## src/histogram_largest_rectangle_unit_defines.svh

```systemverilog
// ----------------------------------------------------------------------------
// histogram_largest_rectangle_unit_defines.svh
// Assertion macros for the histogram largest rectangle unit.
// ----------------------------------------------------------------------------
`ifndef HISTOGRAM_LARGEST_RECTANGLE_UNIT_DEFINES_SVH
`define HISTOGRAM_LARGEST_RECTANGLE_UNIT_DEFINES_SVH

// same-cycle implication
`define HLR_ASSERT_IMPL(name, clk, rst, ante, cons) \
   name: assert property (@(posedge clk) disable iff (rst) (ante) |-> (cons)) \
      else $error("hlr: same-cycle check failed");

// next-cycle implication
`define HLR_ASSERT_NEXT(name, clk, rst, ante, cons) \
   name: assert property (@(posedge clk) disable iff (rst) (ante) |=> (cons)) \
      else $error("hlr: next-cycle check failed");

`endif

```

## src/hlr_ram.sv

```systemverilog
// ----------------------------------------------------------------------------
// hlr_ram
// Generic single-port-write, single-port-read RAM with registered read.
// ----------------------------------------------------------------------------
module hlr_ram #(
   parameter int WIDTH = 8,
   parameter int DEPTH = 16
) (
   input  logic                                         clock,
   input  logic                                         wr_en,
   input  logic [((DEPTH > 1) ? $clog2(DEPTH) : 1)-1:0] wr_addr,
   input  logic [WIDTH-1:0]                             wr_data,
   input  logic                                         rd_en,
   input  logic [((DEPTH > 1) ? $clog2(DEPTH) : 1)-1:0] rd_addr,
   output logic [WIDTH-1:0]                             rd_data
);

   logic [WIDTH-1:0] mem [DEPTH];
   logic [WIDTH-1:0] rd_data_ff;

   always_ff @(posedge clock) begin
      if (wr_en) begin
         mem[wr_addr] <= wr_data;
      end
      if (rd_en) begin
         rd_data_ff <= mem[rd_addr];
      end
   end

   assign rd_data = rd_data_ff;

endmodule

```

## config.mk

```make
export PLATFORM = sky130hd
export DESIGN_NAME = hlr_ram
export DESIGN_NICKNAME = d
export VERILOG_FILES = /design/src/histogram_largest_rectangle_unit_defines.svh /design/src/hlr_ram.sv
export SDC_FILE = /design/constraint.sdc
export NUM_CORES = 1
export LEC_CHECK = 0
export ABC_AREA = 1
export BUFFER_PORTS_ARGS = -buffer_cell sky130_fd_sc_hd__buf_2
export CAP_MARGIN = 15
export CORE_MARGIN = 4
export CORE_UTILIZATION = 30
export CTS_BUF_LIST = sky130_fd_sc_hd__clkbuf_16
export CTS_CLUSTER_SIZE = 30
export DETAILED_ROUTE_END_ITERATION = 12
export GPL_TIMING_DRIVEN = 0
export HOLD_SLACK_MARGIN = 0.02
export PLACE_DENSITY = 0.55
export SLEW_MARGIN = 5
export SYNTH_ARGS = -nofsm -noshare
export SYNTH_HDL_FRONTEND = slang
export SYNTH_SLANG_ARGS = --single-unit
```

## constraint.sdc

```tcl
create_clock -name clock -period 2.2 [get_ports clock]
set_input_delay 0.44 -clock clock [delete_from_list [all_inputs] [get_ports clock]]
set_output_delay 0.44 -clock clock [all_outputs]
set_load 0.1 [all_outputs]
```

# ---- After elaboration in Yosys (flattened, before gate mapping)
# Memories as Yosys holds them, arrays and structs flattened. A register that Yosys moved wholly into a read port is not among the register bits.
# Cells that the tools add are included.
dict set report op_classes {
  n_addsub 0
  multipliers 0
  div_mod_pow 0
  order_cmp 0
  n_eq_ne 0
  shifts 0
  muxes 2
  bitwise 0
  reduce_logical 0
}
# operator count
set op_table {}
lappend op_table {{1-bit 2-to-1 mux} 2}
dict set report word_totals {
  reg_bits 0
  latchBits 0
  ramBits 128
  romBits 0
  inputBits 19
  wordCells 3
  n_memories 1
}
# memory depth width rd rd_clocked_by_memory_dff write_ports line
set mem_list {}
lappend mem_list {mem 16 8 1 1 1 hlr_ram.sv:18} ;# logic [WIDTH-1:0] mem [DEPTH];

# ---- Longest topological paths before layout
dict set report logic_depth {
  depth_word 2
  depth_mapped 8
  depth_no_buf 7
}

# ---- Worst setup path after synthesis
# No wires, ideal clock.
dict set report synth_timing {
  kind {in2reg}
  start {input wr_addr[2] (netlist name)}
  end {memory mem[10][0] (enable)}
  setup_time_ps 370
  arrival_time_ps 1021
  slack_ps 809
  cell_stages 2
  n_path_buf 0
  cell_sequence {nand3b_1 -> nor2_1}
}
# element line
set synth_lines {}
lappend synth_lines {{start, declared} hlr_ram.sv:11} ;# input logic [((DEPTH > 1) ? $clog2(DEPTH) : 1)-1:0] wr_addr,
lappend synth_lines {{end, declared} hlr_ram.sv:18}
# Straight into the memory's write port.

# ---- Worst setup path after layout
dict set report layout_timing {
  start {register rd_data_ff[3] (netlist: rd_data[3]), read port of mem}
  end {output rd_data[3]}
}
# element line
set layout_lines {}
lappend layout_lines {{start, declared} hlr_ram.sv:19} ;# logic [WIDTH-1:0] rd_data_ff;
lappend layout_lines {{end, declared} hlr_ram.sv:15} ;# output logic [WIDTH-1:0] rd_data
# No word-level cell between the ends.

==> reports/metrics.cfg <==
[setup_path]
worstReg2RegStart = mem[12][2]
slowest_stage = buf_2
cp.arrival_ps = 1170
crit_chain = buf_2
r2r-end = rd_data[2]
cp_data_required_time_ps = 1760
crit_buf_inv = 1
cp_max_fo = 1
cp-start-kind = flip-flop
r2r_slack_ps = 1030
worstSetupPathType = flip-flop to primary output
r2r_cells = 6
setup.worst_path.start = rd_data[3]
critPathTopFamily = buffers and inverters
critPathCaptureType = primary output
crit_path_max_incr_delay_ps = 420

[yosys]
syn_inst = 551
ys_warn_count = 0
yosysSeqAreaShare_pct = 69.8
syn_area_um2 = 5850
synthDistinctLibCells = 11
synthesis.nets = 570
avgSynthCellArea_um2 = 10.6
ys_ff_latch = 136

[min_path]
holdPathEnd = rd_data[2]
whs_path_depth = 1
min-delay-path-class = input pin to flip-flop
min_from = rd_en

[sta]
period_share_pct = 73.3
slew_violations = 0
hold_viol_final = 0
relSlewSlack_pct = 32.8
worst_pin_slew_ps = 1000
hold_ws_ps = 358
fmax_ghz = 0.620
setup_violations = 0
skew_ps = 6.58
rsz0062_at_grt = no
fin_crit_ps = 1610
finalSetupTns_ps = 0

[layout]
final_layout_size_suffix_gt1_share_pct = 12.5
multi_input_area_um2 = 1210
seq_area_um2 = 4080
area_growth_syn_to_layout_pct = 18.0
num_antenna_cells = 0
fin_nets = 612
n_fill_cell = 1869

[clock_network]
postCtsSetupRepairBufs = 0
cts.clk_slew.worst_paths_ps = 60
clock_latency_ps = 420
cts.hold.buffers_added = 0
cts_tree = yes
cts_resized = 0
cts.sinks = 136
numCtsBuffers = 17
cts_max_path_buffers = 2
clk_root_buffer_cell = clkbuf_16
cts_max_level = 4

[grt]
grt_max_degree = 17
overflow = 0
grt_usage_pct = 14.1
grt_pass1_wl_um = 22300
grt_pass1_vias = 3674
antenna_found_initial = 0

[power_and_ir_drop]
ir_worst_vdd_mv = 0.522
power_uw = 6340
power_density_nw_per_um2 = 919
leakage_uw = 0.00291

[floorplan]
dieArea_um2 = 21800
die_w_um = 148
core.rowCount = 50
initial_utilization_pct = 30.8
core-area_um2 = 19000
num_io_pins = 27
die_y_um = 148

[placed_design]
gp_congestion = 0.835
hpwl_um = 9930
portBuffers = 23

[detailed_routing]
wl_per_cell_um = 17.1
first_iter_violations = 300
viasPerCell = 4.35
dr.pass1.iters = 5
wl_um = 14800
ant_nets = 0
vias = 3764
drc_errors = 0

[job]
drv_cap = 0

[outcome]
outcome = finished clean

[worst max-delay path by stage]
stage	slack, ps	cells past startpoint	end
2_1_floorplan	810	2	mem[10][0]
3_3_place_gp	280	4	mem[13][7]
3_5_place_dp	260	4	mem[13][7]
4_1_cts	560	1	rd_data[3]
5_1_grt	530	1	rd_data[3]
6_report	590	1	rd_data[3]
[kinds of logic after synthesis]
group                  count (synthesis)  synth area share [%]
buffers and inverters                126                  9.39
AND/OR/NAND/NOR                      289                  20.8
flip-flops                           136                  69.8
[cells in the mapped netlist (all sizes together)]
master | number | area, um2
nand3 | 97 | 485
nand2 | 173 | 649
nand3b | 2 | 15.0
inv | 102 | 383
edfxtp | 136 | 4080
nor2 | 17 | 63.8
buf | 24 | 166
[metal layers]
layer  part of all wire, %  track usage, %  wire length, um  up-vias
met2                    44            21.2             6580      107
li1                      -               -                -     1866
met5                     0               0                0        -
met3                   5.2            3.77              765       25
met4                   2.6            5.73              388        0
met1                    48            19.4             7080     1766
[flip-flops by register name (all words and copies together) (netlist names)]
| signal | flops |
|---|---|
| mem | 128 |
| rd_data | 8 |
[cell type report]
class	count	area share, %
plain buffers	24	2.41
clock buffers	17	6.17
clock inverters	15	2.67
inverters	102	5.55
multi-input cells	289	17.6
flip-flops and latches	136	59.2
well taps	260	4.72
repair buffers	23	1.67
[metrics by stage]
stage / cells / utilization, % / area, um2 / setup WS [ps]
after CTS: 866 / 36.4 / 6900 / 558
final: 866 / 36.4 / 6900 / 587
after detailed placement: 834 / 33.2 / 6290 / 259
after global routing: 866 / 36.4 / 6900 / 535
after global placement: 834 / 33.2 / 6290 / 276
after floorplan: 551 / - / 5850 / 809
[power by group]
group / switching (uW) / total, uW / internal, uW
combinational: 359 / 468 / 109
clock: 1070 / 2940 / 1870
sequential: 13.2 / 2930 / 2920
total: 1440 / 6340 / 4900
[layout by cell type, fill, tap and decap left out, types with 2 or more instances in the layout]
master,n
clkbuf_16,17
clkinvlp_4,4
inv_1,100
nand2_1,173
clkinv_2,2
clkinv_1,4
bufinv_16,4
buf_2,36
buf_6,6
inv_2,2
nand3_1,97
nor2_1,17
buf_4,4
nand3b_1,2
edfxtp_1,136
[worst register-to-register path, delay by kind of cell, from the launching register on]
| kind | cells | cell delay, ps |
|---|---|---|
| and+or+nand+nor | 6 | 550 |
| DFF | 1 | 370 |
Note: power is estimated with default switching activity, not from simulation.
