===== config.mk =====
export PLATFORM = sky130hd
export DESIGN_NAME = hlr_area
export DESIGN_NICKNAME = d
export VERILOG_FILES = /design/src/histogram_largest_rectangle_unit_defines.svh /design/src/hlr_pkg.sv /design/src/hlr_area.sv
export SDC_FILE = /design/constraint.sdc
export NUM_CORES = 1
export LEC_CHECK = 0
export ABC_CLOCK_PERIOD_IN_PS = 17920
export BUFFER_PORTS_ARGS = -buffer_cell sky130_fd_sc_hd__buf_2
export CORE_MARGIN = 2
export CORE_UTILIZATION = 53
export DETAILED_ROUTE_END_ITERATION = 8
export GPL_TIMING_DRIVEN = 0
export PLACE_DENSITY = 0.8
export SYNTH_ARGS = -nofsm -noshare
export SYNTH_HDL_FRONTEND = slang
export SYNTH_SLANG_ARGS = --single-unit

===== constraint.sdc =====
create_clock -name clock -period 17.92 [get_ports clock]
set_clock_uncertainty 0.05 [all_clocks]
set_input_delay 4.48 -clock clock [delete_from_list [all_inputs] [get_ports clock]]
set_output_delay 4.48 -clock clock [all_outputs]
set_load 0.01 [all_outputs]

===== src/histogram_largest_rectangle_unit_defines.svh =====
// ----------------------------------------------------------------------------
// histogram_largest_rectangle_unit_defines.svh
// Assertion macros for the histogram largest rectangle unit.
// ----------------------------------------------------------------------------
`ifndef HISTOGRAM_LARGEST_RECTANGLE_UNIT_DEFINES_SVH
`define HISTOGRAM_LARGEST_RECTANGLE_UNIT_DEFINES_SVH

// same-cycle implication
`define HLR_ASSERT_IMPL(name, clk, rst, ante, cons) \
   name: assert property (@(posedge clk) disable iff (rst) (ante) |-> (cons)) \
      else $error("hlr: same-cycle check failed");

// next-cycle implication
`define HLR_ASSERT_NEXT(name, clk, rst, ante, cons) \
   name: assert property (@(posedge clk) disable iff (rst) (ante) |=> (cons)) \
      else $error("hlr: next-cycle check failed");

`endif


===== src/hlr_pkg.sv =====
// ----------------------------------------------------------------------------
// hlr_pkg
// Shared types and constants of the histogram largest rectangle unit.
// ----------------------------------------------------------------------------
package hlr_pkg;

   localparam int HEIGHT_W = 16;
   localparam int AREA_W   = 26;
   localparam int WIDTH_W  = 11;

   localparam logic [AREA_W-1:0] AREA_LIMIT = 26'h3FF_FFFF;

   typedef enum logic [5:0] {
      ST_IDLE  = 6'b000001,
      ST_CHECK = 6'b000010,
      ST_WAIT  = 6'b000100,
      ST_POP   = 6'b001000,
      ST_UPD   = 6'b010000,
      ST_DONE  = 6'b100000
   } state_type;

endpackage


===== src/hlr_area.sv =====
// ----------------------------------------------------------------------------
// hlr_area
// Registered height times width product, saturated to the area field.
// ----------------------------------------------------------------------------
module hlr_area #(
   parameter int HB = 16,
   parameter int WB = 11
) (
   input  logic                        clock,
   input  logic                        load,
   input  logic [HB-1:0]               height,
   input  logic [WB-1:0]               width,
   output logic [hlr_pkg::AREA_W-1:0]  area
);

   localparam int PW = HB + WB;
   localparam int EW = (PW > hlr_pkg::AREA_W) ? PW : hlr_pkg::AREA_W;

   logic [PW-1:0] prod_ff;
   logic [PW-1:0] prod_in;
   logic [EW-1:0] prod_ext;

   assign prod_in  = PW'(height) * PW'(width);
   assign prod_ext = EW'(prod_ff);

   always_ff @(posedge clock) begin
      if (load) begin
         prod_ff <= prod_in;
      end
   end

   assign area = (prod_ext > EW'(hlr_pkg::AREA_LIMIT)) ? hlr_pkg::AREA_LIMIT
                                                       : hlr_pkg::AREA_W'(prod_ext);

endmodule


After elaboration in Yosys (flattened, before gate mapping)
Cells that the tools add are included.
W data, S select, Z words.
{ "word_totals": {"reg_bits": 27, "input_bits": 29} }
{ "op_classes": {"n_mul": 1, "magnitude_cmp": 1, "n_mux": 1} }
{ "op_table": {"columns": ["cell", "n"], "rows": [
  ["$gt A27 B26 Y1 const B", 1],
  ["$mul A16 B11 Y27", 1],
  ["$mux W26", 1]
]} }

Logic depth before layout (Yosys ltp)
{ "logic_depth": {"depth_word": 2, "ltp_mapped": 19, "depth_no_buf": 18} }

Worst setup path after synthesis
OpenSTA, ideal clock, no wires.
{ "synth_timing": {"kind": "input to register", "start": "input height[2]", "end": "register prod_ff[19] (netlist: prod_ext[19]) (data pin)", "setup_ps": 260, "arrival_ps": 8824, "setup_slack_ps": 8786, "cell_stages": 17, "cell_sequence": "clkbuf_1 nand2_1 fa_1 fa_1 inv_1 fa_1 fa_1 inv_1 fa_1 inv_1 ha_1 a21oi_1 nand2_1 o2111ai_1 nand4b_1 a221oi_2 xnor2_1"} }
{ "synth_between": {"elab_chain_cells": 1} }
{ "synth_lines": {"columns": ["item", "line_no", "source"], "rows": [
  ["from (decl)", "hlr_area.sv:11", "input logic [HB-1:0] height,"],
  ["$mul A16 B11 Y27", "hlr_area.sv:23", "assign prod_in = PW'(height) * PW'(width);"],
  ["net prod_in[19]", "hlr_area.sv:20", "logic [PW-1:0] prod_in;"],
  ["to (signal assigned)", "hlr_area.sv:28", "prod_ff <= prod_in;"],
  ["to (decl)", "hlr_area.sv:19", "logic [PW-1:0] prod_ff;"]
]} }
The timed path passes the listed nets, and every way through them passes these cells.
A chain may end at the register's enable or synchronous reset.

Worst setup path after layout
{ "layout_timing": {"start": "input width[9]", "end": "register prod_ff[19] (netlist: prod_ext[19]) (data pin)"} }
{ "layout_between": {"elab_chain_cells": 1} }
{ "layout_lines": {"columns": ["item", "line_no", "source"], "rows": [
  ["from (decl)", "hlr_area.sv:12", "input logic [WB-1:0] width,"],
  ["$mul A16 B11 Y27", "hlr_area.sv:23", null],
  ["net prod_in[19]", "hlr_area.sv:20", null]
]} }
The timed path passes the listed nets, and every way through them passes these cells.

==> metrics.csv <==
metric,value,unit
top-area cell type share of the netlist area,36.9,%
cell family with most CP delay,adder cells,
final hold vios,0,
class of the worst hold path,input pin to register,
biggest area consumer among synthesized cells,fa_1,
Post-synth top flop,edfxtp_1,
vias,5041,
Total Wirelength,14300,um
leakage power,3.65,nW
antenna violations before repair,0,
Seq cells post-synth,27,
core area,0.0126,mm2
Post-synth ARST share,0,%
VDD IR max,0.000139,V
Pins Over Slew Limit,0,
Worst-Margin Slew,595,ps
Synth Net Count,962,
status,completed,
fmax,104,MHz
wire length per cell,14.7,um
diode count,0,
Hold Startpoint,height[0],
worst hold endpoint,prod_ext[0]$_DFFE_PP_,
hold path depth,2,
RSZ-0062 raised after global routing,no,
routed vias/inst,5.18,
Post-synth EDFFs,27,
synth unique cells,44,
worst path buffer plus inverter count,5,
area added between synthesis and finish,8.31,%
CP most frequent cell,fa_1,
Final nets,1021,
CP max-delay cell,fa_1,
vias in the first global route,5109,
DRC violations left,0,
synth top area cells,"fa_1, ha_1, edfxtp_1",
global-route wire length before repair,23800,um
worst endpoint required time,17870,ps
post-cts resize count,0,
Crit. End Element,register,
Starting Density,54.0,%
WP data arrival,9600,ps
# fillers,1102,
minimum clock period,9660,ps
area of the mapped netlist,0.00679,mm2
H-tree Lvls,1,
Synth Instances,743,
setup violators final,0,
largest net degree at the start of global routing,28,
post-route setup slack,8260,ps
maxcap violations,0,
GRT Util Overall,22.1,%
Max clock buf depth,2,
full die area,0.0137,mm2
final worst path period share,53.9,%
Crit path largest cell delay,550,ps
Slew HR,60.4,%
input/output buffers,54,
GRT overflow,0,
die width,117,um
Avg Inst Size Synth,9.13,um2
type of the worst setup path,input pin to register,
cell area power density,172,mW/mm2
pre-CTS setup slack,8010,ps
total clock sinks,27,
crit path max fanout,10,
CTS tree,yes,
max FFs per register,27,
dpl hpwl,12300,um
num rows,41,
clk slew on worst S/H paths,60,ps
hold bufs inserted after CTS,0,
RePlAce Congestion,0.884,
layout cells sized above 1,12.6,%
crit path cell chain,"buf_2, clkbuf_1, nand2_1, fa_1, fa_1, inv_1, fa_1, fa_1, inv_1, fa_1, inv_1, ha_1, a21oi_1, nand2_1, o2111ai_1, nand4b_1, a221oi_2, xnor2_1",
startpoint types,input pin,
Starting DRT DRC Count,264,
drt first pass iters,6,
total CTS buffers,3,
post-route ant nets,0,
clock root cell,clkbuf_16,
Sum Neg Setup Slack,0,ps
die height,117,um
register area share after synthesis,11.9,%
I/O pin count,55,
critical path depth,18,
Post CTS Setup Buffer Count,0,
synthesis warning total,0,
==> routing by layer <==
metal / part of all wire [%] / global-route usage [%] / vias to the layer above
met1: 41 / 28.8 / 2545
li1: - / - / 2366
met2: 54 / 40.7 / 114
met4: 1.2 / 3.69 / 0
met5: 0 / 0 / -
met3: 3.6 / 2.11 / 16
==> where the power goes <==
group          internal [W]  switching [W]   total, W
registers          0.000150     0.00000576   0.000156
logic              0.000442       0.000620    0.00106
clock network     0.0000304      0.0000188  0.0000492
total              0.000622       0.000645    0.00127
==> cells in the final DEF (no fill, tap or decap), types with 3 or more instances in the layout <==
master	count
xnor2_1	17
fa_1	125
or2_2	26
nor3_1	5
inv_1	156
nor2_1	10
buf_2	55
nand2b_1	4
o211ai_1	3
nand3_1	4
a31oi_1	5
clkbuf_1	32
edfxtp_1	27
ha_1	65
o21ai_0	7
a21oi_1	19
nand2_1	110
o2111ai_1	3
clkbuf_16	3
xor2_1	6
and2_1	87
a21o_1	6
==> stage by stage <==
step           hold slack [ps]  instance area (um2)  utilization [%]  std cells  power (W)
3_5_place_dp              4770                 7270             57.9        969    0.00122
6_report                  4510                 7350             58.5        973    0.00127
2_1_floorplan             4540                 6790                -        743   0.000992
4_1_cts                   4500                 7350             58.5        973    0.00128
3_3_place_gp              4780                 7270             57.9        969    0.00119
5_1_grt                   4500                 7350             58.5        973    0.00142
==> cell type report <==
class / count / area (um2) / area share [%]
multi-input combinational: 525 / 5250 / 71.4
sequential: 27 / 811 / 11.0
timing repair buffer: 54 / 270 / 3.68
buffer: 35 / 139 / 1.89
tap: 172 / 215 / 2.93
inverter: 156 / 586 / 7.97
clock buffer: 4 / 78.8 / 1.07
==> synthesized netlist by cell type, drive strengths merged, types with 3 or more instances <==
cell / n
a211oi: 3
a21o: 7
a21oi: 20
a31oi: 5
and2: 87
clkbuf: 34
edfxtp: 27
fa: 125
ha: 65
inv: 156
nand2: 110
nand2b: 4
nand3: 4
nor2: 10
nor3: 6
o2111ai: 3
o211ai: 4
o21ai: 9
or2: 26
xnor2: 17
xor2: 6
==> how the worst max path moves through the flow <==
stage / endpoint / start / slack (ps)
CTS: prod_ext[26]$_DFFE_PP_ / width[5] / 8300
global route: prod_ext[19]$_DFFE_PP_ / width[8] / 7980
global placement: prod_ext[26]$_DFFE_PP_ / width[4] / 8090
detailed placement: prod_ext[26]$_DFFE_PP_ / width[5] / 8010
floorplan: prod_ext[19]$_DFFE_PP_ / height[2] / 8790
finish: prod_ext[19]$_DFFE_PP_ / width[9] / 8260
==> kinds of logic after synthesis <==
logic type,share of synthesized area (%)
AND/OR/NAND/NOR,18.8
buffers and inverters,10.7
adder cells (fa/ha/maj),48.9
AO/OA/AOI/OAI,6.60
flip-flops,11.9
XOR/XNOR,2.97
multiplexers,0.166
Note: power is estimated with default switching activity, not from simulation.
